<file path="src/design/olt_pkg.sv">
`default_nettype none

package olt_pkg;

   localparam int DEFAULT_CAPACITY = 64;

   localparam int OP_W     = 2;
   localparam int KEY_W    = 32;
   localparam int POS_W    = 6;
   localparam int POS_SPAN = 2 ** POS_W;
   localparam int LEN_W    = 7;
   localparam int STATUS_W = 2;

   localparam logic [OP_W-1:0] OP_APPEND = 2'd0;
   localparam logic [OP_W-1:0] OP_REMOVE = 2'd1;
   localparam logic [OP_W-1:0] OP_FIND   = 2'd2;
   localparam logic [OP_W-1:0] OP_READ   = 2'd3;

   localparam logic [STATUS_W-1:0] ST_OK        = 2'd0;
   localparam logic [STATUS_W-1:0] ST_EMPTY     = 2'd1;
   localparam logic [STATUS_W-1:0] ST_NOT_FOUND = 2'd2;
   localparam logic [STATUS_W-1:0] ST_FULL      = 2'd3;

   // broadcast from the sequencer to every cell
   typedef struct packed {
      logic             load;
      logic             step;
      logic             commit;
      logic [OP_W-1:0]  op;
      logic [KEY_W-1:0] key;
      logic [POS_W-1:0] pos;
   } olt_ctl_type;

   // prefix word handed along the chain
   typedef struct packed {
      logic             hit;
      logic [KEY_W-1:0] pick;
   } olt_carry_type;

endpackage

`default_nettype wire

</file>
<file path="src/design/olt_cell.sv">
`default_nettype none

module olt_cell #(
   parameter int CAPACITY = olt_pkg::DEFAULT_CAPACITY,
   parameter int IDX      = 0
) (
   input  wire logic                                   clock,
   input  wire olt_pkg::olt_ctl_type                   ctl,
   input  wire logic [$clog2(CAPACITY+1)-1:0]          count,
   input  wire logic [(($clog2(CAPACITY) > 1) ? $clog2($clog2(CAPACITY)) : 1)-1:0] level,
   input  wire olt_pkg::olt_carry_type                 far_carry [$clog2(CAPACITY)],
   input  wire logic [olt_pkg::KEY_W-1:0]              next_entry,
   output logic [olt_pkg::KEY_W-1:0]                   entry,
   output olt_pkg::olt_carry_type                      carry
);

   localparam int CNT_W = $clog2(CAPACITY + 1);
   localparam bit POS_REACH = (IDX < olt_pkg::POS_SPAN);

   logic [olt_pkg::KEY_W-1:0] entry_ff, entry_in;
   olt_pkg::olt_carry_type    carry_ff, carry_in;
   logic                      in_range;
   logic                      at_tail;
   logic                      pos_hit;
   logic                      key_hit;

   assign in_range = (CNT_W'(IDX) < count);
   assign at_tail  = (CNT_W'(IDX) == count);
   assign pos_hit  = POS_REACH && (ctl.pos == olt_pkg::POS_W'(IDX));
   assign key_hit  = (entry_ff == ctl.key);

   always_comb begin
      entry_in = entry_ff;
      carry_in = carry_ff;
      if (ctl.load) begin
         if ((ctl.op == olt_pkg::OP_REMOVE) || (ctl.op == olt_pkg::OP_FIND)) begin
            carry_in.hit  = in_range && key_hit;
            carry_in.pick = '0;
         end else if (ctl.op == olt_pkg::OP_READ) begin
            carry_in.hit  = in_range && pos_hit;
            carry_in.pick = (in_range && pos_hit) ? entry_ff : '0;
         end else begin
            carry_in.hit  = 1'b0;
            carry_in.pick = '0;
         end
      end else if (ctl.step) begin
         // far_carry of a cell near the head is tied to zero
         carry_in.hit  = carry_ff.hit | far_carry[level].hit;
         carry_in.pick = carry_ff.pick | far_carry[level].pick;
      end
      if (ctl.commit) begin
         if ((ctl.op == olt_pkg::OP_APPEND) && at_tail) begin
            entry_in = ctl.key;
         end else if ((ctl.op == olt_pkg::OP_REMOVE) && carry_ff.hit) begin
            // at or past the first match: close up the gap
            entry_in = next_entry;
         end
      end
   end

   always_ff @(posedge clock) begin
      entry_ff <= entry_in;
      carry_ff <= carry_in;
   end

   assign entry = entry_ff;
   assign carry = carry_ff;

endmodule

`default_nettype wire

</file>
<file path="config.mk">
export PLATFORM = sky130hd
export DESIGN_NAME = olt_cell
export DESIGN_NICKNAME = d
export VERILOG_FILES = /design/src/design/olt_pkg.sv /design/src/design/olt_cell.sv
export SDC_FILE = /design/constraint.sdc
export NUM_CORES = 1
export LEC_CHECK = 0
export CORE_AREA = 5 5 133 135
export CTS_CLUSTER_SIZE = 20
export DETAILED_ROUTE_END_ITERATION = 7
export DIE_AREA = 0 0 138 140
export DONT_BUFFER_PORTS = 1
export GPL_TIMING_DRIVEN = 0
export PLACE_DENSITY = 0.54
export SLEW_MARGIN = 20
export SYNTH_ARGS = -nofsm -noshare
export SYNTH_HDL_FRONTEND = slang
export SYNTH_SLANG_ARGS = --single-unit
export TNS_END_PERCENT = 50
</file>
<file path="constraint.sdc">
create_clock -name clock -period 4.3 [get_ports clock]
set_input_delay 0.645 -clock clock [delete_from_list [all_inputs] [get_ports clock]]
set_output_delay 0.645 -clock clock [all_outputs]
set_load 0.01 [all_outputs]
</file>
==> metrics.cfg <==
[drt]
totalWireLength_mm = 18.9
drt-pass1-iter-count = 4
dr.first_iter.drc_count = 174
drcViolationCount = 0
num_vias = 3449
wl_per_cell_um = 32.2
routed_via_density = 5.87
ant_nets = 0

[placed_design]
port_buffers = 0
gp_congestion = 0.845
dp_hpwl_mm = 15.5

[clocking]
clkLatencyLatePin_ps = 330
cts_buffer_depth = 2
cts.repair.resized = 0
htreeDepth = 3
clk_pin_slew_ps = 60
cts_hold_buf = 0
cts_tree = built
cts.sink_count = 65
cts-root-buf = clkbuf_16
cts_setup_buffers = 0
numCtsBuffers = 9

[sta]
finalHoldViolCount = 0
timing.final.crit_period_ps = 2740
fmaxAchievable_mhz = 365
rsz0062_at_grt = false
tightest_slew_ps = 937
whs_ps = 526
setup-tns-final_ps = 0
finalSetupViolations = 0
finalCritPeriodShare_pct = 63.8
finClkSkew_ps = 8.37
relSlewSlack_pct = 37.6
finalMaxSlewViolations = 0

[synthesis]
synth_seq_cells = 65
avgSynthCellArea_sq_um = 13.2
synth_warnings = 0
synth.top_cell.area_share_pct = 42.1
synth_area_leaders = edfxtp_1 (42%), mux4_2 (16%), mux2_2 (16%)
syn_area_sq_um = 4640
synth_seq_area_share_pct = 42.1
syn_nets = 638
synth.distinct_cells = 31
syn_inst = 351
yosys.area.top_type = edfxtp_1

[floorplanning]
num_rows = 47
fp.dieArea_sq_um = 19300
core_sq_um = 16300
start_util_pct = 28.4
ios = 349
chipWidth_um = 138
die_y_um = 140

[power]
pwr_density_cell_nw_per_um2 = 329
power.leakage_uw = 0.00165
peakVddDrop_v = 0.000149

[setup_path]
slowest_stage = a21boi_4
cp_num_buf_inv = 2
slowest_delay_ps = 560
worstPathRequired_ps = 4330
cp-end-kind = register
critical_path.top_delay_family = simple AND/OR/NAND/NOR gates
reg2reg_to = carry[32]
path_max_fanout = 18
cp_cell_sequence = or4_4, nor4_1, nand2_1, buf_2, a21boi_4, buf_16
critPathArrivalTime_ps = 2770
rr_startpoint = entry[12]
r2r_cells = 5
crit_type = primary input to register
cp-start-kind = primary input
rrSetupSlack_ps = 1930

[worst_hold_path]
hold_start = ctl[22]
hold_end = entry[16]
min_path_type = primary input to register
holdPathStages = 1

[finish]
nets = 650
syn_to_final_growth_pct = 12.3
final_cell_mix = mux2_2 (65), edfxtp_1 (65), mux4_2 (33), nand2_1 (33), a221oi_1 (32)
final_layout_size_suffix_gt1_share_pct = 35.5

[global_routing]
grt_pass1_wl_mm = 26.7
grt_pass1_vias = 3857
antenna_found_initial = 4
grt_max_degree = 34
grt_util_all_layers_pct = 18.6
overflow = 0

[run_status]
status = completed

[run]
maxCapViolations = 0

==> flip-flops by register name (all words and copies together), names as in the netlist <==
name   cells
entry     32
carry     33
==> area by class of cell <==
| type | instances | area (sq um) |
|---|---|---|
| clock inverter | 5 | 25.0 |
| inverter | 3 | 11.3 |
| clock buffer | 9 | 225 |
| fill | 1710 | 11100 |
| antenna | 2 | 5.00 |
| tap | 220 | 275 |
| multi-input combinational | 256 | 2550 |
| buffer | 27 | 143 |
| timing repair buffer | 1 | 27.5 |
| sequential | 65 | 1950 |
==> worst max-delay path by stage <==
stage / to / startpoint / cells past startpoint / slack, ps
2_1_floorplan: entry[0] / count[4] / 5 / 660
3_3_place_gp: entry[12] / count[4] / 5 / -700
3_5_place_dp: entry[12] / count[4] / 6 / 1190
4_1_cts: entry[13] / count[4] / 6 / 1540
5_1_grt: entry[13] / count[4] / 6 / 1450
6_report: entry[12] / count[4] / 6 / 1560
==> logic make-up (layout without fill, tap and decap cells) <==
group                    Yosys count  count (layout)  synth area share [%]
multiplexers                      98              98                  31.8
AND/OR/NAND/NOR                   56              56                  5.93
adder cells (fa/ha/maj)            3               3                 0.809
buffers and inverters             30              45                  3.29
AO/OA/AOI/OAI                     67              67                  10.1
XOR/XNOR                          32              32                  6.04
flip-flops                        65              65                  42.1
other                              0               2                     0
==> per-stage QoR <==
| stage | area (sq um) | cells | util, % | power (uW) | worst slack, ps |
|---|---|---|---|---|---|
| global route | 5210 | 588 | 31.9 | 1800 | 1450 |
| detailed placement | 4950 | 572 | 30.3 | 1080 | 1190 |
| floorplan | 4640 | 351 | - | 996 | 657 |
| finish | 5210 | 588 | 31.9 | 1710 | 1560 |
| CTS | 5200 | 586 | 31.8 | 1740 | 1540 |
| global placement | 4910 | 571 | 30.1 | 1070 | -702 |
==> power breakdown <==
part / internal (uW) / switching, uW / total, uW
clock: 377 / 275 / 652
combinational: 132 / 120 / 252
sequential: 751 / 56.8 / 808
total: 1260 / 452 / 1710
==> cell usage after synthesis, drive strengths merged <==
cell,n
nand2,34
edfxtp,65
nor3,2
xnor2,5
nand4,2
inv,2
clkbuf,13
or2,1
a21boi,1
nor2,1
and4,1
ha,3
a31oi,1
nor4,8
xor2,27
buf,14
mux4,33
a22o,1
or4,3
a221oi,32
clkinv,1
nand3,3
o21ai,32
nor4b,1
mux2,65
==> per-layer routing <==
metal	vias to the layer above	track usage (%)	part of all wire (%)
met5	-	0	0.10
met4	2	5.62	1.9
met3	23	7.43	9.6
met2	240	30.1	49
met1	1728	23.0	39
li1	1456	-	-
Power figures use the tool's default switching activity.
