File: src/design/olt_pkg.sv
`default_nettype none

package olt_pkg;

   localparam int DEFAULT_CAPACITY = 64;

   localparam int OP_W     = 2;
   localparam int KEY_W    = 32;
   localparam int POS_W    = 6;
   localparam int POS_SPAN = 2 ** POS_W;
   localparam int LEN_W    = 7;
   localparam int STATUS_W = 2;

   localparam logic [OP_W-1:0] OP_APPEND = 2'd0;
   localparam logic [OP_W-1:0] OP_REMOVE = 2'd1;
   localparam logic [OP_W-1:0] OP_FIND   = 2'd2;
   localparam logic [OP_W-1:0] OP_READ   = 2'd3;

   localparam logic [STATUS_W-1:0] ST_OK        = 2'd0;
   localparam logic [STATUS_W-1:0] ST_EMPTY     = 2'd1;
   localparam logic [STATUS_W-1:0] ST_NOT_FOUND = 2'd2;
   localparam logic [STATUS_W-1:0] ST_FULL      = 2'd3;

   // broadcast from the sequencer to every cell
   typedef struct packed {
      logic             load;
      logic             step;
      logic             commit;
      logic [OP_W-1:0]  op;
      logic [KEY_W-1:0] key;
      logic [POS_W-1:0] pos;
   } olt_ctl_type;

   // prefix word handed along the chain
   typedef struct packed {
      logic             hit;
      logic [KEY_W-1:0] pick;
   } olt_carry_type;

endpackage

`default_nettype wire

File: src/design/olt_seq.sv
`default_nettype none

module olt_seq #(
   parameter int CAPACITY = olt_pkg::DEFAULT_CAPACITY
) (
   input  wire logic                                   clock,
   input  wire logic                                   reset,
   input  wire logic                                   req_valid,
   output logic                                        req_ready,
   input  wire logic [olt_pkg::OP_W-1:0]               req_opcode,
   input  wire logic [olt_pkg::KEY_W-1:0]              req_key,
   input  wire logic [olt_pkg::POS_W-1:0]              req_position,
   output logic                                        rsp_valid,
   input  wire logic                                   rsp_ready,
   output logic [olt_pkg::STATUS_W-1:0]                rsp_status,
   output logic [olt_pkg::KEY_W-1:0]                   rsp_data,
   output logic [olt_pkg::LEN_W-1:0]                   rsp_length,
   output logic                                        rsp_is_empty,
   input  wire olt_pkg::olt_carry_type                 tail_carry,
   output olt_pkg::olt_ctl_type                        ctl,
   output logic [$clog2(CAPACITY+1)-1:0]               count,
   output logic [(($clog2(CAPACITY) > 1) ? $clog2($clog2(CAPACITY)) : 1)-1:0] level
);

   localparam int CNT_W = $clog2(CAPACITY + 1);
   localparam int LOG   = $clog2(CAPACITY);
   localparam int LVL_W = (LOG > 1) ? $clog2(LOG) : 1;

   localparam logic [1:0] S_IDLE   = 2'd0;
   localparam logic [1:0] S_LOAD   = 2'd1;
   localparam logic [1:0] S_SCAN   = 2'd2;
   localparam logic [1:0] S_COMMIT = 2'd3;

   logic [1:0]                    state_ff, state_in;
   logic [LVL_W-1:0]              level_ff, level_in;
   logic [CNT_W-1:0]              count_ff, count_in;
   logic [olt_pkg::OP_W-1:0]      op_ff, op_in;
   logic [olt_pkg::KEY_W-1:0]     key_ff, key_in;
   logic [olt_pkg::POS_W-1:0]     pos_ff, pos_in;
   logic                          rsp_valid_ff, rsp_valid_in;
   logic [olt_pkg::STATUS_W-1:0]  status_ff, status_in;
   logic [olt_pkg::KEY_W-1:0]     data_ff, data_in;
   logic [olt_pkg::LEN_W-1:0]     length_ff, length_in;
   logic                          empty_ff, empty_in;

   logic             accept;
   logic             slot_free;
   logic             full;
   logic             empty;
   logic             change;
   logic [CNT_W-1:0] new_count;

   assign accept    = req_valid && req_ready;
   assign slot_free = !rsp_valid_ff || rsp_ready;
   assign full      = (count_ff == CNT_W'(CAPACITY));
   assign empty     = (count_ff == '0);

   always_comb begin
      state_in     = state_ff;
      level_in     = level_ff;
      count_in     = count_ff;
      op_in        = op_ff;
      key_in       = key_ff;
      pos_in       = pos_ff;
      rsp_valid_in = rsp_valid_ff && !rsp_ready;
      status_in    = status_ff;
      data_in      = data_ff;
      length_in    = length_ff;
      empty_in     = empty_ff;
      change       = 1'b0;
      new_count    = count_ff;

      unique case (state_ff)
         S_IDLE: begin
            if (accept) begin
               op_in  = req_opcode;
               key_in = req_key;
               pos_in = req_position;
               if ((req_opcode == olt_pkg::OP_APPEND) || empty) begin
                  state_in = S_COMMIT;
               end else begin
                  state_in = S_LOAD;
               end
            end
         end
         S_LOAD: begin
            level_in = '0;
            state_in = S_SCAN;
         end
         S_SCAN: begin
            if (level_ff == LVL_W'(LOG - 1)) begin
               state_in = S_COMMIT;
            end else begin
               level_in = level_ff + 1'b1;
            end
         end
         S_COMMIT: begin
            if (slot_free) begin
               status_in = olt_pkg::ST_OK;
               data_in   = key_ff;
               if (op_ff == olt_pkg::OP_APPEND) begin
                  if (full) begin
                     status_in = olt_pkg::ST_FULL;
                     data_in   = '0;
                  end else begin
                     change    = 1'b1;
                     new_count = count_ff + 1'b1;
                  end
               end else if (empty) begin
                  status_in = olt_pkg::ST_EMPTY;
                  data_in   = '0;
               end else if (!tail_carry.hit) begin
                  status_in = olt_pkg::ST_NOT_FOUND;
                  data_in   = '0;
               end else if (op_ff == olt_pkg::OP_REMOVE) begin
                  change    = 1'b1;
                  new_count = count_ff - 1'b1;
               end else if (op_ff == olt_pkg::OP_READ) begin
                  data_in = tail_carry.pick;
               end
               count_in     = new_count;
               length_in    = olt_pkg::LEN_W'(new_count);
               empty_in     = (new_count == '0);
               rsp_valid_in = 1'b1;
               state_in     = S_IDLE;
            end
         end
         default: state_in = S_IDLE;
      endcase
   end

   always_ff @(posedge clock) begin
      if (reset) begin
         state_ff     <= S_IDLE;
         count_ff     <= '0;
         rsp_valid_ff <= 1'b0;
      end else begin
         state_ff     <= state_in;
         count_ff     <= count_in;
         rsp_valid_ff <= rsp_valid_in;
      end
      level_ff  <= level_in;
      op_ff     <= op_in;
      key_ff    <= key_in;
      pos_ff    <= pos_in;
      status_ff <= status_in;
      data_ff   <= data_in;
      length_ff <= length_in;
      empty_ff  <= empty_in;
   end

   always_comb begin
      ctl.load   = (state_ff == S_LOAD);
      ctl.step   = (state_ff == S_SCAN);
      ctl.commit = change;
      ctl.op     = op_ff;
      ctl.key    = key_ff;
      ctl.pos    = pos_ff;
   end

   assign req_ready    = (state_ff == S_IDLE);
   assign rsp_valid    = rsp_valid_ff;
   assign rsp_status   = status_ff;
   assign rsp_data     = data_ff;
   assign rsp_length   = length_ff;
   assign rsp_is_empty = empty_ff;
   assign count        = count_ff;
   assign level        = level_ff;

   a_count_bound: assert property (@(posedge clock) disable iff (reset)
      count_ff <= CNT_W'(CAPACITY))
      else $error("entry count beyond capacity");

   a_rsp_from_commit: assert property (@(posedge clock) disable iff (reset)
      $rose(rsp_valid_ff) |-> $past(state_ff == S_COMMIT))
      else $error("response raised outside commit");

   a_append_grows: assert property (@(posedge clock) disable iff (reset)
      (change && (op_ff == olt_pkg::OP_APPEND)) |=> (count_ff == $past(count_ff) + 1'b1))
      else $error("append did not grow the list");

   a_empty_status: assert property (@(posedge clock) disable iff (reset)
      (rsp_valid_ff && (status_ff == olt_pkg::ST_EMPTY)) |-> (empty_ff && (length_ff == '0)))
      else $error("empty status with non-zero length");

   a_scan_level: assert property (@(posedge clock) disable iff (reset)
      (state_ff == S_SCAN) |-> (level_ff <= LVL_W'(LOG - 1)))
      else $error("scan level out of range");

endmodule

`default_nettype wire
File: config.mk
export PLATFORM = sky130hd
export DESIGN_NAME = olt_seq
export DESIGN_NICKNAME = d
export VERILOG_FILES = /design/src/design/olt_pkg.sv /design/src/design/olt_seq.sv
export SDC_FILE = /design/constraint.sdc
export NUM_CORES = 1
export LEC_CHECK = 0
export BUFFER_PORTS_ARGS = -buffer_cell sky130_fd_sc_hd__buf_2
export CAP_MARGIN = 30
export CORE_ASPECT_RATIO = 1.4
export CORE_MARGIN = 1.5
export CORE_UTILIZATION = 47
export DETAILED_ROUTE_END_ITERATION = 8
export PLACE_DENSITY_LB_ADDON = 0.05
export REMOVE_ABC_BUFFERS = 1
export SLEW_MARGIN = 20
export SYNTH_ARGS = -nofsm -noshare
export SYNTH_HDL_FRONTEND = slang
export SYNTH_SLANG_ARGS = --single-unit
File: constraint.sdc
create_clock -name clock -period 3.8 [get_ports clock]
set_clock_uncertainty 0.2 [all_clocks]
set_input_delay 0.95 -clock clock [delete_from_list [all_inputs] [get_ports clock]]
set_output_delay 0.95 -clock clock [all_outputs]
set_load 0.005 [all_outputs]
==> metrics <==
post-synthesis cell count 256; # Post-CTS Setup Buffers 0; unrepaired setup endpoints after global routing false; Final min period 3450 ps; fill cell total of the finished layout 677; worst min-delay path endpoint state_ff[1]$_SDFFE_PP0P_; Hold Path Stages 2; max-cap violations 0; total via count after detailed routing 2,787; number of placed I/O pins 174; number of clock sinks seen by CTS 95; starting DRC count in detailed routing 120; leakage power 2.21 nW; area growth from synthesis to final layout 32.5%; Area after DPL 0.00479 sq mm; Detailed Route WL 8.85 mm; result of the run finished clean; setup tns final 0 ps; number of pins with negative max-slew slack in the final report 0; final number of hold-violating endpoints 0; GR Util All Layers 19.9%; Root Buffer Master sky130_fd_sc_hd__clkbuf_16; class of the tightest hold or removal check reg2reg; post-synthesis sequential area ratio 71.1%; Core ar. 0.00805 sq mm; maximum clock rate 290 MHz; number of H-tree levels 3; buffer depth of the longest clock path 2; Cell Area, Synth 0.00387 sq mm; RR Endpoint rsp_data[30]$_DFFE_PP_; final net count 513; clock network latency to the later pin of the worst-skew pair 340 ps; per-cell routed wire length 16.5 um; arrival time at the worst endpoint 2300 ps; Max VDD drop 0.426 mV; critical path data required time 2650 ps; TritonCTS clock tree done; Via-to-Cell Ratio 5.21; largest fanout of any net on the critical path 8; count of buffers inserted at the top-level ports 173; number of buffers inserted by hold repair at cts 0; Cell Pwr Density 606 mW/mm^2; antenna violations before repair 0; remaining max-slew budget at the tightest pin 59.2%; overflow left after global routing 0; fraction of the cycle the final worst path needs 90.8%; Final ANT Viol Nets 0; final routed DRC violation total 0; kind of start point of the critical path register; area of the die 0.00879 sq mm; largest net degree at the start of global routing 46; crit path capture type output port; CTS clk-pin slew, worst paths 70 ps; Final Instance Count excl. Fillers 535; startpoint of the tightest hold check path state_ff[1]$_SDFFE_PP0P_; Inserted Clock Buffers 9; Placed Cells incl. Taps 518; share of final-layout standard cells stronger than drive strength 1 45.3%; Pre-Repair DR Iteration Count 4; y dimension of the die 110 um; hpwl dp 6.39 mm; Std-Cell Rows 39; actual transition at the worst max-transition pin 612 ps; initial core utilization 48.1%; kind of critical path reg2out; # diodes 0; cell depth of the worst flop-to-flop path 8; total setup violations reported at the end of the flow 0; average size of a mapped cell 15.1 sq um; Yosys warnings 0; Yosys reg bits 95; register-to-register setup slack 1030 ps; CTS-repair resized insts 0; Layout Cell Area excl Fill 0.00513 sq mm; beginning of the worst register-to-register path count[0]$_SDFFE_PP0P_; vias in the first global route 2,584; number of distinct standard cells referenced by the synthesized netlist 43; first-pass GRT wire length 12.8 mm; final weighted congestion of routability-driven global placement 0.832; overall die width 79.7 um
==> power breakdown <==
| part | switching (mW) | internal (mW) |
|---|---|---|
| Clock | 0.369 | 0.544 |
| Combinational | 0.385 | 0.314 |
| Sequential | 0.0947 | 1.40 |
==> metrics by stage <==
stage                     total power, mW  util, %  setup slack [ps]  hold WS (ps)
after global routing                 3.27     63.7               222           378
after floorplan                      1.88        -               188           263
after CTS                            3.13     63.4               326           317
final                                3.11     63.7               351           317
after detailed placement             2.21     59.5               648           308
after global placement               2.19     59.5               690           294
==> sequential cells by signal (all words and copies together), names as in the netlist, 2 cells and up <==
register    count
key_ff         32
rsp_data       32
count           7
rsp_length      7
pos_ff          6
level           3
op_ff           2
rsp_status      2
state_ff        2
==> final cells by class <==
class | count | area [sq um] | area share, %
multi-input combinational | 135 | 991 | 19.3
sequential | 95 | 2750 | 53.7
clock buffer | 11 | 253 | 4.93
clock inverter | 5 | 55.1 | 1.07
tap | 102 | 128 | 2.49
timing repair buffer | 176 | 908 | 17.7
inverter | 11 | 41.3 | 0.805
==> worst max path at each step <==
stage / startpoint / endpoint / slack (ps)
3_3_place_gp: rsp_ready / ctl[40] / 690
2_1_floorplan: rsp_ready / ctl[40] / 190
3_5_place_dp: rsp_ready / ctl[40] / 650
5_1_grt: count[0]$_SDFFE_PP0P_ / ctl[40] / 220
4_1_cts: count[0]$_SDFFE_PP0P_ / ctl[40] / 330
6_report: count[0]$_SDFFE_PP0P_ / ctl[40] / 350
==> per-layer routing <==
layer / up-vias / part of all wire (%) / track usage, %
li1: 1336 / - / -
met1: 1308 / 37 / 21.9
met2: 115 / 51 / 33.6
met3: 28 / 7.7 / 5.27
met4: 0 / 3.6 / 13.2
met5: - / 0 / 0
==> synth_stat cells, drive strengths merged <==
cell / instances / share of area, %
a21boi: 1 / 0.19
a21o: 3 / 0.58
a21oi: 9 / 1.2
a221oi: 1 / 0.23
a22o: 32 / 7.2
a22oi: 2 / 0.39
a2bb2oi: 1 / 0.23
a32oi: 2 / 0.45
and2: 3 / 0.49
and3: 3 / 0.49
and4: 1 / 0.29
buf: 7 / 1.6
clkbuf: 8 / 0.78
dfxtp: 10 / 5.2
edfxtp: 85 / 66
ha: 8 / 2.6
inv: 11 / 1.1
nand2: 11 / 1.1
nand2b: 5 / 0.81
nand3: 4 / 0.52
nand3b: 2 / 0.39
nand4: 1 / 0.16
nand4b: 1 / 0.23
nor2: 13 / 1.3
nor2b: 4 / 0.65
nor3: 3 / 0.39
nor3b: 1 / 0.19
nor4: 1 / 0.16
nor4b: 1 / 0.61
nor4bb: 2 / 0.52
o211a: 1 / 0.26
o211ai: 1 / 0.19
o21a: 1 / 0.19
o21ai: 3 / 0.39
o311a: 2 / 0.52
o31ai: 1 / 0.19
or3: 4 / 0.78
or4b: 1 / 0.26
xnor2: 5 / 1.1
xor2: 1 / 0.23
==> placed cells by master, fill, tap and decap left out, types with 3 or more instances in the layout <==
| master | netlist | final |
|---|---|---|
| sky130_fd_sc_hd__buf_2 | 2 | 173 |
| sky130_fd_sc_hd__nor2b_1 | 4 | 4 |
| sky130_fd_sc_hd__a22o_1 | 32 | 32 |
| sky130_fd_sc_hd__ha_1 | 8 | 8 |
| sky130_fd_sc_hd__nor3_1 | 3 | 3 |
| sky130_fd_sc_hd__a21oi_1 | 9 | 9 |
| sky130_fd_sc_hd__edfxtp_1 | 85 | 85 |
| sky130_fd_sc_hd__and3_1 | 3 | 3 |
| sky130_fd_sc_hd__a21o_1 | 3 | 3 |
| sky130_fd_sc_hd__o21ai_0 | 3 | 3 |
| sky130_fd_sc_hd__dfxtp_1 | 10 | 10 |
| sky130_fd_sc_hd__inv_1 | 11 | 10 |
| sky130_fd_sc_hd__nand3_1 | 4 | 4 |
| sky130_fd_sc_hd__clkbuf_16 | 0 | 9 |
| sky130_fd_sc_hd__xnor2_1 | 5 | 5 |
| sky130_fd_sc_hd__nor2_1 | 13 | 13 |
| sky130_fd_sc_hd__nand2b_1 | 5 | 5 |
| sky130_fd_sc_hd__nand2_1 | 11 | 11 |
| sky130_fd_sc_hd__or3_1 | 3 | 3 |
==> critical path: stages (launching register included) <==
cell,delay (ps)
sky130_fd_sc_hd__dfxtp_1,390
sky130_fd_sc_hd__inv_1,90
sky130_fd_sc_hd__ha_1,180
sky130_fd_sc_hd__or4b_1,590
sky130_fd_sc_hd__o311a_1,410
sky130_fd_sc_hd__and2_1,180
sky130_fd_sc_hd__buf_2,130
==> kinds of logic (layout without fill, tap and decap cells) <==
| group | Yosys count | after routing | share of synthesized area (%) |
|---|---|---|---|
| AOI/OAI and AO/OA | 60 | 60 | 12.2 |
| xor gates and xnor gates | 6 | 6 | 1.36 |
| adders and majority gates | 8 | 8 | 2.59 |
| buffers and inverters | 26 | 203 | 3.46 |
| DFF | 95 | 95 | 71.1 |
| and+or+nand+nor | 61 | 61 | 9.25 |
Power figures use the tool's default switching activity.
